`src/rtl/core/tde_pkg.sv`:
```
`timescale 1ns / 1ps
// ----------------------------------------------------------------------------
// tde_pkg
// Shared widths, types and helpers of the trajectory displacement error block.
// ----------------------------------------------------------------------------
package tde_pkg;

  localparam int unsigned COORD_W        = 24;
  localparam int unsigned DIFF_W         = COORD_W + 1;
  localparam int unsigned SQ_W           = 2 * DIFF_W;
  localparam int unsigned ROOT_W         = SQ_W / 2;
  localparam int unsigned DIST_W         = 26;
  localparam int unsigned SUM_W          = 36;
  localparam int unsigned CNT_W          = 11;
  localparam int unsigned CNT_LIMIT      = 2047;
  localparam int unsigned MAX_POINTS_DEF = 1024;
  localparam int unsigned AXES           = 3;
  localparam int unsigned AXIS_W         = 2;
  localparam int unsigned SQRT_STEPS     = ROOT_W;
  localparam int unsigned SQRT_STEP_W    = $clog2(SQRT_STEPS);
  localparam int unsigned DIV_STEPS      = SUM_W;
  localparam int unsigned DIV_STEP_W     = $clog2(DIV_STEPS);
  localparam int unsigned QUEUE_DEPTH    = 2;
  localparam int unsigned QPTR_W         = $clog2(QUEUE_DEPTH);
  localparam int unsigned QCNT_W         = $clog2(QUEUE_DEPTH + 1);

  // One pair after the front end: exact sum of squared axis differences.
  typedef struct packed {
    logic [SQ_W-1:0] sq_sum;
    logic            last;
  } pair_t;

  typedef enum logic [1:0] {
    F_IDLE,
    F_MUL,
    F_PUSH
  } front_state_e;

  typedef enum logic [2:0] {
    B_IDLE,
    B_SQRT,
    B_ACC,
    B_DIV,
    B_EMIT
  } back_state_e;

  // Number of pairs that may be counted, kept within the counter range.
  function automatic int unsigned capacity(input int unsigned max_points);
    int unsigned c;
    c = max_points;
    if (c > CNT_LIMIT) c = CNT_LIMIT;
    if (c < 1) c = 1;
    return c;
  endfunction

endpackage

```
`src/rtl/core/tde_front.sv`:
```
`timescale 1ns / 1ps
// ----------------------------------------------------------------------------
// tde_front
// Takes a point pair, forms the axis differences and sums their squares with
// one shared multiplier, then hands the sum to the queue.
// ----------------------------------------------------------------------------
module tde_front (
  input  logic                              clk_i,
  input  logic                              rst_ni,
  input  logic                              in_valid_i,
  output logic                              in_stall_o,
  input  logic [tde_pkg::COORD_W-1:0]       pred_x_i,
  input  logic [tde_pkg::COORD_W-1:0]       pred_y_i,
  input  logic [tde_pkg::COORD_W-1:0]       pred_z_i,
  input  logic [tde_pkg::COORD_W-1:0]       act_x_i,
  input  logic [tde_pkg::COORD_W-1:0]       act_y_i,
  input  logic [tde_pkg::COORD_W-1:0]       act_z_i,
  input  logic                              last_i,
  output logic                              push_valid_o,
  input  logic                              push_stall_i,
  output tde_pkg::pair_t                    push_data_o
);

  tde_pkg::front_state_e state_q, state_d;
  logic [tde_pkg::AXIS_W-1:0] idx_q, idx_d;
  logic [tde_pkg::DIFF_W-1:0] mag_q [tde_pkg::AXES];
  logic [tde_pkg::DIFF_W-1:0] mag_d [tde_pkg::AXES];
  logic [tde_pkg::SQ_W-1:0]   acc_q, acc_d;
  logic                       last_q;
  logic [tde_pkg::SQ_W-1:0]   prod;
  logic                       accept;

  logic signed [tde_pkg::DIFF_W-1:0] diff [tde_pkg::AXES];

  assign diff[0] = $signed({pred_x_i[tde_pkg::COORD_W-1], pred_x_i})
                 - $signed({act_x_i[tde_pkg::COORD_W-1], act_x_i});
  assign diff[1] = $signed({pred_y_i[tde_pkg::COORD_W-1], pred_y_i})
                 - $signed({act_y_i[tde_pkg::COORD_W-1], act_y_i});
  assign diff[2] = $signed({pred_z_i[tde_pkg::COORD_W-1], pred_z_i})
                 - $signed({act_z_i[tde_pkg::COORD_W-1], act_z_i});

  // Magnitude of -2^24 is 2^24, still inside the unsigned width.
  always_comb begin
    for (int i = 0; i < tde_pkg::AXES; i++) begin
      mag_d[i] = diff[i][tde_pkg::DIFF_W-1] ? (~diff[i] + 1'b1) : diff[i];
    end
  end

  assign accept = in_valid_i && !in_stall_o;
  assign prod   = mag_q[idx_q] * mag_q[idx_q];

  always_comb begin
    state_d      = state_q;
    idx_d        = idx_q;
    acc_d        = acc_q;
    in_stall_o   = 1'b1;
    push_valid_o = 1'b0;
    unique case (state_q)
      tde_pkg::F_IDLE: begin
        in_stall_o = 1'b0;
        if (in_valid_i) begin
          idx_d   = '0;
          acc_d   = '0;
          state_d = tde_pkg::F_MUL;
        end
      end
      tde_pkg::F_MUL: begin
        acc_d = acc_q + prod;
        idx_d = idx_q + 1'b1;
        if (idx_q == tde_pkg::AXIS_W'(tde_pkg::AXES - 1)) begin
          state_d = tde_pkg::F_PUSH;
        end
      end
      tde_pkg::F_PUSH: begin
        push_valid_o = 1'b1;
        if (!push_stall_i) begin
          state_d = tde_pkg::F_IDLE;
        end
      end
      default: state_d = tde_pkg::F_IDLE;
    endcase
  end

  assign push_data_o = '{sq_sum: acc_q, last: last_q};

  always_ff @(posedge clk_i or negedge rst_ni) begin
    if (!rst_ni) begin
      state_q <= tde_pkg::F_IDLE;
      idx_q   <= '0;
    end else begin
      state_q <= state_d;
      idx_q   <= idx_d;
    end
  end

  always_ff @(posedge clk_i) begin
    acc_q <= acc_d;
    if (accept) begin
      mag_q  <= mag_d;
      last_q <= last_i;
    end
  end

endmodule

```
`src/rtl/core/tde_queue.sv`:
```
`timescale 1ns / 1ps
// ----------------------------------------------------------------------------
// tde_queue
// Short first-in first-out queue of pair sums between front and back end.
// ----------------------------------------------------------------------------
module tde_queue (
  input  logic           clk_i,
  input  logic           rst_ni,
  input  logic           push_valid_i,
  output logic           push_stall_o,
  input  tde_pkg::pair_t push_data_i,
  output logic           pop_valid_o,
  input  logic           pop_stall_i,
  output tde_pkg::pair_t pop_data_o
);

  tde_pkg::pair_t              entries_q [tde_pkg::QUEUE_DEPTH];
  logic [tde_pkg::QPTR_W-1:0]  wptr_q, rptr_q;
  logic [tde_pkg::QCNT_W-1:0]  cnt_q;
  logic                        push, pop;

  assign push_stall_o = (cnt_q == tde_pkg::QCNT_W'(tde_pkg::QUEUE_DEPTH));
  assign pop_valid_o  = (cnt_q != '0);
  assign pop_data_o   = entries_q[rptr_q];
  assign push         = push_valid_i && !push_stall_o;
  assign pop          = pop_valid_o && !pop_stall_i;

  always_ff @(posedge clk_i or negedge rst_ni) begin
    if (!rst_ni) begin
      wptr_q <= '0;
      rptr_q <= '0;
      cnt_q  <= '0;
    end else begin
      if (push) wptr_q <= wptr_q + 1'b1;
      if (pop) rptr_q <= rptr_q + 1'b1;
      case ({push, pop})
        2'b10:   cnt_q <= cnt_q + 1'b1;
        2'b01:   cnt_q <= cnt_q - 1'b1;
        default: cnt_q <= cnt_q;
      endcase
    end
  end

  always_ff @(posedge clk_i) begin
    if (push) entries_q[wptr_q] <= push_data_i;
  end

endmodule

```
`src/rtl/core/tde_back.sv`:
```
`timescale 1ns / 1ps
// ----------------------------------------------------------------------------
// tde_back
// Iterative square root per pair, running sum and count, and an iterative
// divider for the mean on the final pair. Holds the result register.
// ----------------------------------------------------------------------------
module tde_back #(
  parameter int unsigned MAX_POINTS = tde_pkg::MAX_POINTS_DEF
) (
  input  logic                         clk_i,
  input  logic                         rst_ni,
  input  logic                         pop_valid_i,
  output logic                         pop_stall_o,
  input  tde_pkg::pair_t               pop_data_i,
  output logic                         out_valid_o,
  input  logic                         out_stall_i,
  output logic [tde_pkg::DIST_W-1:0]   ade_o,
  output logic [tde_pkg::DIST_W-1:0]   fde_o,
  output logic [tde_pkg::CNT_W-1:0]    pair_count_o,
  output logic                         overflow_o
);

  localparam int unsigned Cap = tde_pkg::capacity(MAX_POINTS);
  localparam int unsigned RemW = tde_pkg::ROOT_W + 2;

  tde_pkg::back_state_e state_q, state_d;

  // square root unit
  logic [tde_pkg::SQ_W-1:0]        rad_q, rad_d;
  logic [RemW-1:0]                 rem_q, rem_d;
  logic [tde_pkg::ROOT_W-1:0]      root_q, root_d;
  logic [tde_pkg::SQRT_STEP_W-1:0] sstep_q, sstep_d;
  logic [RemW+1:0]                 rem_shift, trial;
  logic                            sq_ge;
  logic                            last_q, last_d;

  // running state
  logic [tde_pkg::SUM_W-1:0]       sum_q, sum_d;
  logic [tde_pkg::CNT_W-1:0]       cnt_q, cnt_d;
  logic [tde_pkg::DIST_W-1:0]      recent_q, recent_d;
  logic                            ovf_q, ovf_d;
  logic [tde_pkg::SUM_W:0]         sum_ext;
  logic                            room;

  // divider unit
  logic [tde_pkg::SUM_W-1:0]       dvd_q, dvd_d;
  logic [tde_pkg::CNT_W-1:0]       drem_q, drem_d;
  logic [tde_pkg::DIV_STEP_W-1:0]  dstep_q, dstep_d;
  logic [tde_pkg::CNT_W:0]         div_shift;
  logic                            div_ge;

  // result register
  logic                            out_valid_q, out_valid_d;
  logic                            load_out;

  assign rem_shift = {rem_q, rad_q[tde_pkg::SQ_W-1 -: 2]};
  assign trial     = {2'b00, root_q, 2'b01};
  assign sq_ge     = (rem_shift >= trial);

  assign room      = (cnt_q < tde_pkg::CNT_W'(Cap));
  assign sum_ext   = {1'b0, sum_q} + (tde_pkg::SUM_W + 1)'(root_q);

  assign div_shift = {drem_q, dvd_q[tde_pkg::SUM_W-1]};
  assign div_ge    = (div_shift >= {1'b0, cnt_q});

  always_comb begin
    state_d     = state_q;
    rad_d       = rad_q;
    rem_d       = rem_q;
    root_d      = root_q;
    sstep_d     = sstep_q;
    last_d      = last_q;
    sum_d       = sum_q;
    cnt_d       = cnt_q;
    recent_d    = recent_q;
    ovf_d       = ovf_q;
    dvd_d       = dvd_q;
    drem_d      = drem_q;
    dstep_d     = dstep_q;
    pop_stall_o = 1'b1;
    load_out    = 1'b0;
    unique case (state_q)
      tde_pkg::B_IDLE: begin
        pop_stall_o = 1'b0;
        if (pop_valid_i) begin
          rad_d   = pop_data_i.sq_sum;
          last_d  = pop_data_i.last;
          rem_d   = '0;
          root_d  = '0;
          sstep_d = '0;
          state_d = tde_pkg::B_SQRT;
        end
      end
      tde_pkg::B_SQRT: begin
        rem_d   = sq_ge ? RemW'(rem_shift - trial) : RemW'(rem_shift);
        root_d  = {root_q[tde_pkg::ROOT_W-2:0], sq_ge};
        rad_d   = {rad_q[tde_pkg::SQ_W-3:0], 2'b00};
        sstep_d = sstep_q + 1'b1;
        if (sstep_q == tde_pkg::SQRT_STEP_W'(tde_pkg::SQRT_STEPS - 1)) begin
          state_d = tde_pkg::B_ACC;
        end
      end
      tde_pkg::B_ACC: begin
        if (room) begin
          // saturate the running sum
          sum_d    = sum_ext[tde_pkg::SUM_W] ? '1 : sum_ext[tde_pkg::SUM_W-1:0];
          cnt_d    = cnt_q + 1'b1;
          recent_d = tde_pkg::DIST_W'(root_q);
        end else begin
          ovf_d = 1'b1;
        end
        dvd_d   = sum_d;
        drem_d  = '0;
        dstep_d = '0;
        state_d = last_q ? tde_pkg::B_DIV : tde_pkg::B_IDLE;
      end
      tde_pkg::B_DIV: begin
        drem_d  = div_ge ? tde_pkg::CNT_W'(div_shift - {1'b0, cnt_q})
                         : tde_pkg::CNT_W'(div_shift);
        dvd_d   = {dvd_q[tde_pkg::SUM_W-2:0], div_ge};
        dstep_d = dstep_q + 1'b1;
        if (dstep_q == tde_pkg::DIV_STEP_W'(tde_pkg::DIV_STEPS - 1)) begin
          state_d = tde_pkg::B_EMIT;
        end
      end
      tde_pkg::B_EMIT: begin
        // wait for the result register to free up, then clear the totals
        if (!out_valid_q || !out_stall_i) begin
          load_out = 1'b1;
          sum_d    = '0;
          cnt_d    = '0;
          recent_d = '0;
          ovf_d    = 1'b0;
          state_d  = tde_pkg::B_IDLE;
        end
      end
      default: state_d = tde_pkg::B_IDLE;
    endcase
  end

  always_comb begin
    out_valid_d = out_valid_q;
    if (load_out) begin
      out_valid_d = 1'b1;
    end else if (out_valid_q && !out_stall_i) begin
      out_valid_d = 1'b0;
    end
  end

  assign out_valid_o = out_valid_q;

  always_ff @(posedge clk_i or negedge rst_ni) begin
    if (!rst_ni) begin
      state_q     <= tde_pkg::B_IDLE;
      sstep_q     <= '0;
      dstep_q     <= '0;
      sum_q       <= '0;
      cnt_q       <= '0;
      recent_q    <= '0;
      ovf_q       <= 1'b0;
      out_valid_q <= 1'b0;
    end else begin
      state_q     <= state_d;
      sstep_q     <= sstep_d;
      dstep_q     <= dstep_d;
      sum_q       <= sum_d;
      cnt_q       <= cnt_d;
      recent_q    <= recent_d;
      ovf_q       <= ovf_d;
      out_valid_q <= out_valid_d;
    end
  end

  always_ff @(posedge clk_i) begin
    rad_q  <= rad_d;
    rem_q  <= rem_d;
    root_q <= root_d;
    last_q <= last_d;
    dvd_q  <= dvd_d;
    drem_q <= drem_d;
    if (load_out) begin
      ade_o        <= (cnt_q == '0) ? '0 : dvd_q[tde_pkg::DIST_W-1:0];
      fde_o        <= recent_q;
      pair_count_o <= cnt_q;
      overflow_o   <= ovf_q;
    end
  end

endmodule

```
`src/rtl/core/trajectory_displacement_error.sv`:
```
`timescale 1ns / 1ps
// ----------------------------------------------------------------------------
// trajectory_displacement_error
// Average and final displacement error over a stream of predicted/actual
// point pairs; one result per trajectory on the pair marked last.
// ----------------------------------------------------------------------------
//  channel | direction | handshake                | payload
//  --------+-----------+--------------------------+-------------------------------
//  in      | input     | in_valid_i / in_stall_o  | pred_x/y/z, act_x/y/z, last
//  out     | output    | out_valid_o / out_stall_i| ade, fde, pair_count, overflow
//
//  The front end accepts a pair, forms the three squares in turn on one
//  multiplier and hands the sum off before it takes the next pair. The back
//  end runs a 25-step square root per pair; a last pair adds the divide and
//  the load of the result. A two-entry queue between the parts absorbs the difference in pace.
//  Reset is asynchronous, active low, and clears all totals; no clearing pass.
//  A stalled result holds in its register while the next pairs are summed.
// ----------------------------------------------------------------------------
module trajectory_displacement_error #(
  parameter int unsigned MAX_POINTS = tde_pkg::MAX_POINTS_DEF
) (
  input  logic                         clk_i,
  input  logic                         rst_ni,
  input  logic                         in_valid_i,
  output logic                         in_stall_o,
  input  logic [tde_pkg::COORD_W-1:0]  pred_x_i,
  input  logic [tde_pkg::COORD_W-1:0]  pred_y_i,
  input  logic [tde_pkg::COORD_W-1:0]  pred_z_i,
  input  logic [tde_pkg::COORD_W-1:0]  act_x_i,
  input  logic [tde_pkg::COORD_W-1:0]  act_y_i,
  input  logic [tde_pkg::COORD_W-1:0]  act_z_i,
  input  logic                         last_i,
  output logic                         out_valid_o,
  input  logic                         out_stall_i,
  output logic [tde_pkg::DIST_W-1:0]   ade_o,
  output logic [tde_pkg::DIST_W-1:0]   fde_o,
  output logic [tde_pkg::CNT_W-1:0]    pair_count_o,
  output logic                         overflow_o
);

  localparam int unsigned Cap = tde_pkg::capacity(MAX_POINTS);

  logic           push_valid, push_stall;
  tde_pkg::pair_t push_data;
  logic           pop_valid, pop_stall;
  tde_pkg::pair_t pop_data;

  tde_front u_front (
    .clk_i        (clk_i),
    .rst_ni       (rst_ni),
    .in_valid_i   (in_valid_i),
    .in_stall_o   (in_stall_o),
    .pred_x_i     (pred_x_i),
    .pred_y_i     (pred_y_i),
    .pred_z_i     (pred_z_i),
    .act_x_i      (act_x_i),
    .act_y_i      (act_y_i),
    .act_z_i      (act_z_i),
    .last_i       (last_i),
    .push_valid_o (push_valid),
    .push_stall_i (push_stall),
    .push_data_o  (push_data)
  );

  tde_queue u_queue (
    .clk_i        (clk_i),
    .rst_ni       (rst_ni),
    .push_valid_i (push_valid),
    .push_stall_o (push_stall),
    .push_data_i  (push_data),
    .pop_valid_o  (pop_valid),
    .pop_stall_i  (pop_stall),
    .pop_data_o   (pop_data)
  );

  tde_back #(
    .MAX_POINTS (MAX_POINTS)
  ) u_back (
    .clk_i        (clk_i),
    .rst_ni       (rst_ni),
    .pop_valid_i  (pop_valid),
    .pop_stall_o  (pop_stall),
    .pop_data_i   (pop_data),
    .out_valid_o  (out_valid_o),
    .out_stall_i  (out_stall_i),
    .ade_o        (ade_o),
    .fde_o        (fde_o),
    .pair_count_o (pair_count_o),
    .overflow_o   (overflow_o)
  );

  // A result always covers at least one counted pair and never exceeds capacity.
  a_count_range: assert property (@(posedge clk_i) disable iff (!rst_ni)
    out_valid_o |-> (pair_count_o != '0) && (pair_count_o <= tde_pkg::CNT_W'(Cap)))
    else $error("pair count out of range");

  // Distances stay below 2^25, so the mean does too.
  a_dist_range: assert property (@(posedge clk_i) disable iff (!rst_ni)
    out_valid_o |-> !ade_o[tde_pkg::DIST_W-1] && !fde_o[tde_pkg::DIST_W-1])
    else $error("distance out of range");

  // The front end is busy right after each transfer in.
  a_front_busy: assert property (@(posedge clk_i) disable iff (!rst_ni)
    (in_valid_i && !in_stall_o) |=> in_stall_o)
    else $error("front end took a second pair too early");

endmodule
```
`config.mk`:
```
export PLATFORM = sky130hd
export DESIGN_NAME = trajectory_displacement_error
export DESIGN_NICKNAME = d
export VERILOG_FILES = /design/src/rtl/core/tde_pkg.sv /design/src/rtl/core/tde_front.sv /design/src/rtl/core/tde_queue.sv /design/src/rtl/core/tde_back.sv /design/src/rtl/core/trajectory_displacement_error.sv
export SDC_FILE = /design/constraint.sdc
export NUM_CORES = 2
export LEC_CHECK = 0
export BUFFER_PORTS_ARGS = -buffer_cell sky130_fd_sc_hd__buf_2
export CAP_MARGIN = 10
export CELL_PAD_IN_SITES_DETAIL_PLACEMENT = 0
export CELL_PAD_IN_SITES_GLOBAL_PLACEMENT = 1
export CORE_MARGIN = 3
export CORE_UTILIZATION = 43
export CTS_CLUSTER_SIZE = 8
export DETAILED_ROUTE_END_ITERATION = 6
export HOLD_SLACK_MARGIN = 0.02
export PLACE_DENSITY = 0.71
export SETUP_SLACK_MARGIN = 0.2
export SLEW_MARGIN = 15
export SYNTH_ARGS = -nofsm -noshare
export SYNTH_HDL_FRONTEND = slang
export SYNTH_HIERARCHICAL = 1
export SYNTH_SLANG_ARGS = --single-unit
```
`constraint.sdc`:
```
create_clock -name clk_i -period 11.7 [get_ports clk_i]
set_clock_uncertainty 0.2 [all_clocks]
set_input_delay 1.755 -clock clk_i [delete_from_list [all_inputs] [get_ports clk_i]]
set_output_delay 1.755 -clock clk_i [all_outputs]
set_load 0.02 [all_outputs]
```
==> results.txt <==
----------------------------------------------------
[Clock network]
  Clock latency on the worst-skew pair ... between 0.6 and 0.7 ns
  Sinks on Clock Net ... 537
  Hold buffers post-CTS ... 0
  Total number of H-tree levels ... 3
  TritonCTS clock tree ... yes
  Post-CTS resize count ... 0
  Maximum clock path buffer count ... 3
  Post-CTS setup buffer count ... 0
  Total CTS buffers ... just under 80
  Clock transition at path regs ... ~0.050 ns
  Root buffer selected by CTS ... sky130_fd_sc_hd__clkbuf_16

[Finish]
  Area added between synthesis and finish ... 9.860%
  Fraction of final layout cells with drive strength greater than 1 ... 8.694%
  Total non-filler cell area in the finished layout ... 0.05457 sq mm
  Net total in the final layout ... around 6300
  Fraction of the core area covered by cells at the end of the flow ... a little under half

[Synthesis]
  Distinct cell type count after synthesis ... approximately 100
  Synth warn ... 6
  Post-Synthesis Cells ... between 5000 and 6000
  Post-synthesis cell area ... 0.04967 sq mm
  Main flop type after synthesis ... sky130_fd_sc_hd__edfxtp_1
  Sequential area share after synthesis ... 31.50%
  Net Count, Synth ... slightly above 6000
  Number of storage elements in the synthesis netlist ... 537
  Number of synthesized flops with an enable pin ... roughly 440
  Post-synthesis async set-or-reset flop share ... approximately 18%
  Synthesized area per cell ... around 9.7 sq um

[Routing]
  Total detailed-routing wirelength ... between 100000 and 150000 um
  1st-pass router iterations ... 5
  Per-cell routed wire length ... 19.01 um
  Number of remaining DRC errors ... 0
  Routed vias/inst ... 5.239
  Post-route antenna net violation count ... 0
  Initial drt markers ... ~2200
  Number of vias in the routed layout ... roughly 36000

[STA]
  Final setup violation count ... 0
  Final Max Tran Viols ... 0
  Normalized max-slew margin ... 25.69%
  Unrepaired setup endpoints after global routing ... false
  Final number of hold-violating endpoints ... 0
  Period utilisation layout ... 86.12%
  Accumulated negative setup slack ... 0 ns
  Shortest clock period the worst path allows after layout ... 10.08 ns
  Max Freq ... 99.24 MHz
  Transition at the pin with the smallest max-transition slack ... around 1.1 ns

[Placed design]
  Number of I/O port buffers ... between 200 and 250
  DP HPWL ... ~100000 um
  Gp weighted congestion ... between 0.8 and 0.9
  Post-detailed-placement cell area ... about 0.052 sq mm

[Floorplan]
  Vertical die dimension ... between 300 and 400 um
  Area of the core ... 0.1145 sq mm
  Core Rows ... 124
  Full die area ... roughly 0.12 sq mm
  Effective utilization at floorplan ... 43.38%
  DIE WIDTH ... approximately 350 um
  I/O pin cnt ... 215

[Global route]
  Number of global-route vias before repair ... roughly 37000
  Maximum number of pins on one net before global-route repair ... 78
  Initial antenna violation count ... 3
  Total Routing Usage GR ... between 20% and 30%
  Wire length of the first global-routing pass ... ~210000 um
  Sum of overflow across all layers after global routing ... 0

[Critical path]
  Delay of the slowest critical-path stage ... roughly 0.8 ns
  Worst setup path class ... reg -> reg
  Reg2Reg Depth ... 29
  Largest fanout on the critical path ... 28
  Most frequent cell on the critical path ... sky130_fd_sc_hd__inv_1
  Startpoint types ... flop
  Endpoint class of the critical path ... flop
  CP Data Required Time ... approximately 12 ns
  Arrival time reported for the critical path endpoint ... between 10 and 15 ns
  Worst-path cell with the longest stage delay ... sky130_fd_sc_hd__nor2_2

[Min path]
  Worst Hold Depth ... 0
  Class of the worst hold path ... reg -> reg

[Run]
  Max-cap violation count ... 0

[Run status]
  Run status ... finished clean

----------------------------------------------------
## layer usage
metal | share of wire (%) | global-route usage [%] | routed length (um)
met4 | 3.1 | 6.872 | 3976
met1 | 44 | 29.01 | 57470
met2 | 48 | 37.20 | 61990
met3 | 5.2 | 3.338 | 6780
met5 | 0 | 0 | 0
## worst max-delay path, delay by kind of cell, from the launching register on
family | cells | cell delay (ns)
mux | 1 | 0.16
fa+ha+maj | 8 | 3.43
compound gates | 7 | 3.09
buf+inv | 9 | 1.13
flops | 1 | 0.31
simple gates | 4 | 1.46
## cell usage after synthesis, types with 21 or more instances
master	n	area, sq um
sky130_fd_sc_hd__mux2i_1	46	460.4
sky130_fd_sc_hd__xor2_1	69	604.3
sky130_fd_sc_hd__a21o_1	106	795.8
sky130_fd_sc_hd__nor2b_1	22	137.6
sky130_fd_sc_hd__buf_1	22	82.58
sky130_fd_sc_hd__nand3_1	74	370.4
sky130_fd_sc_hd__ha_1	320	4004
sky130_fd_sc_hd__o21ai_0	195	975.9
sky130_fd_sc_hd__o211ai_1	23	172.7
sky130_fd_sc_hd__a211oi_1	31	232.7
sky130_fd_sc_hd__a31oi_1	37	231.5
sky130_fd_sc_hd__o21bai_1	21	157.7
sky130_fd_sc_hd__mux2_4	49	735.7
sky130_fd_sc_hd__nand2_1	561	2106
sky130_fd_sc_hd__nor3_1	87	435.4
sky130_fd_sc_hd__inv_1	933	3502
sky130_fd_sc_hd__nand2b_1	38	237.7
sky130_fd_sc_hd__nor2_1	426	1599
sky130_fd_sc_hd__fa_1	521	10430
sky130_fd_sc_hd__and3_1	34	212.7
sky130_fd_sc_hd__o31ai_1	29	217.7
sky130_fd_sc_hd__clkbuf_1	137	514.2
sky130_fd_sc_hd__and2_1	50	312.8
sky130_fd_sc_hd__xnor2_1	143	1252
sky130_fd_sc_hd__a21oi_1	224	1121
sky130_fd_sc_hd__dfrtp_1	96	2402
sky130_fd_sc_hd__o21a_1	35	262.8
sky130_fd_sc_hd__edfxtp_1	441	13240
sky130_fd_sc_hd__nand4_1	34	212.7
## state kept, by name (all words and copies together) (netlist names), 6 cells and up
name                 flops
u_back/root_q           25
u_back/fde_o            25
u_back/pair_count_o     11
u_back/rem_q            27
u_back/dstep_q           6
u_front/mag_q           75
u_back/cnt_q            11
u_back/dvd_q            36
u_back/ade_o            26
u_back/rad_q            50
u_back/sum_q            36
u_queue/entries_q      102
u_back/recent_q         25
u_back/drem_q           11
u_front/acc_q           50
## kinds of logic (layout without fill, tap and decap cells)
kind of cell             after synthesis  after routing  share of synthesized area (%)
flip-flops                           537            537                          31.50
XOR/XNOR                             212            212                          3.738
AO/OA/AOI/OAI                        883            883                          11.71
AND/OR/NAND/NOR                     1430           1430                          12.92
buffers and inverters               1115           1334                          8.567
other                                  1              3                       0.007550
multiplexers                          99             99                          2.499
adder cells (fa/ha/maj)              841            841                          29.06
## through the flow
stage,std cells,hold WS [ns],setup slack [ns]
after floorplan,5118,0.2248,3.164
after global placement,6711,0.2300,1.911
after detailed placement,6712,0.2324,1.597
after CTS,6849,0.2445,1.605
after global routing,6849,0.2520,1.019
final,6851,0.2427,1.623
## final timing paths
path,start,to,slack [ns]
max in group asynchronous,rst_ni,u_queue/rptr_q,8.92
min in group asynchronous,rst_ni,u_back/recent_q[8],0.99
min reg2reg,u_back/recent_q[24],u_back/fde_o[24],0.24
min,u_back/recent_q[24],u_back/fde_o[24],0.24
max reg2reg,u_front/idx_q[0],u_front/acc_q[44],1.62
max,u_front/idx_q[0],u_front/acc_q[44],1.62
## placed cells by master (no fill, tap or decap), types with 18 or more instances in the layout
cell,n
sky130_fd_sc_hd__mux2i_1,46
sky130_fd_sc_hd__nand3_1,74
sky130_fd_sc_hd__nor3_1,86
sky130_fd_sc_hd__buf_2,212
sky130_fd_sc_hd__clkbuf_16,80
sky130_fd_sc_hd__nand4_1,34
sky130_fd_sc_hd__edfxtp_1,441
sky130_fd_sc_hd__xnor2_1,143
sky130_fd_sc_hd__nand2b_1,37
sky130_fd_sc_hd__clkbuf_1,54
sky130_fd_sc_hd__o21bai_1,21
sky130_fd_sc_hd__a31oi_1,37
sky130_fd_sc_hd__inv_1,930
sky130_fd_sc_hd__or3_1,18
sky130_fd_sc_hd__fa_1,521
sky130_fd_sc_hd__nand2_1,557
sky130_fd_sc_hd__buf_4,45
sky130_fd_sc_hd__nor2b_1,22
sky130_fd_sc_hd__a21o_1,106
sky130_fd_sc_hd__mux2_4,49
sky130_fd_sc_hd__a211oi_1,31
sky130_fd_sc_hd__dfrtp_1,95
sky130_fd_sc_hd__xor2_1,69
sky130_fd_sc_hd__o21ai_0,195
sky130_fd_sc_hd__and2_1,49
sky130_fd_sc_hd__ha_1,320
sky130_fd_sc_hd__o31ai_1,29
sky130_fd_sc_hd__o21a_1,35
sky130_fd_sc_hd__o211ai_1,23
sky130_fd_sc_hd__and3_1,33
sky130_fd_sc_hd__nor2_1,423
sky130_fd_sc_hd__a21oi_1,222
## cell type report
cell class	count	area (sq um)
fillers	10980	59930
multi-input cells	3466	29830
flip-flops and latches	537	15650
inverters	939	3526
clock buffers	134	2205
well taps	1512	1892
repair buffers	258	1410
clock inverters	3	48.80
diodes	2	5.005
Power is not shown: default switching activity piles up to over one toggle a cycle in this logic, so the estimate is an artifact.
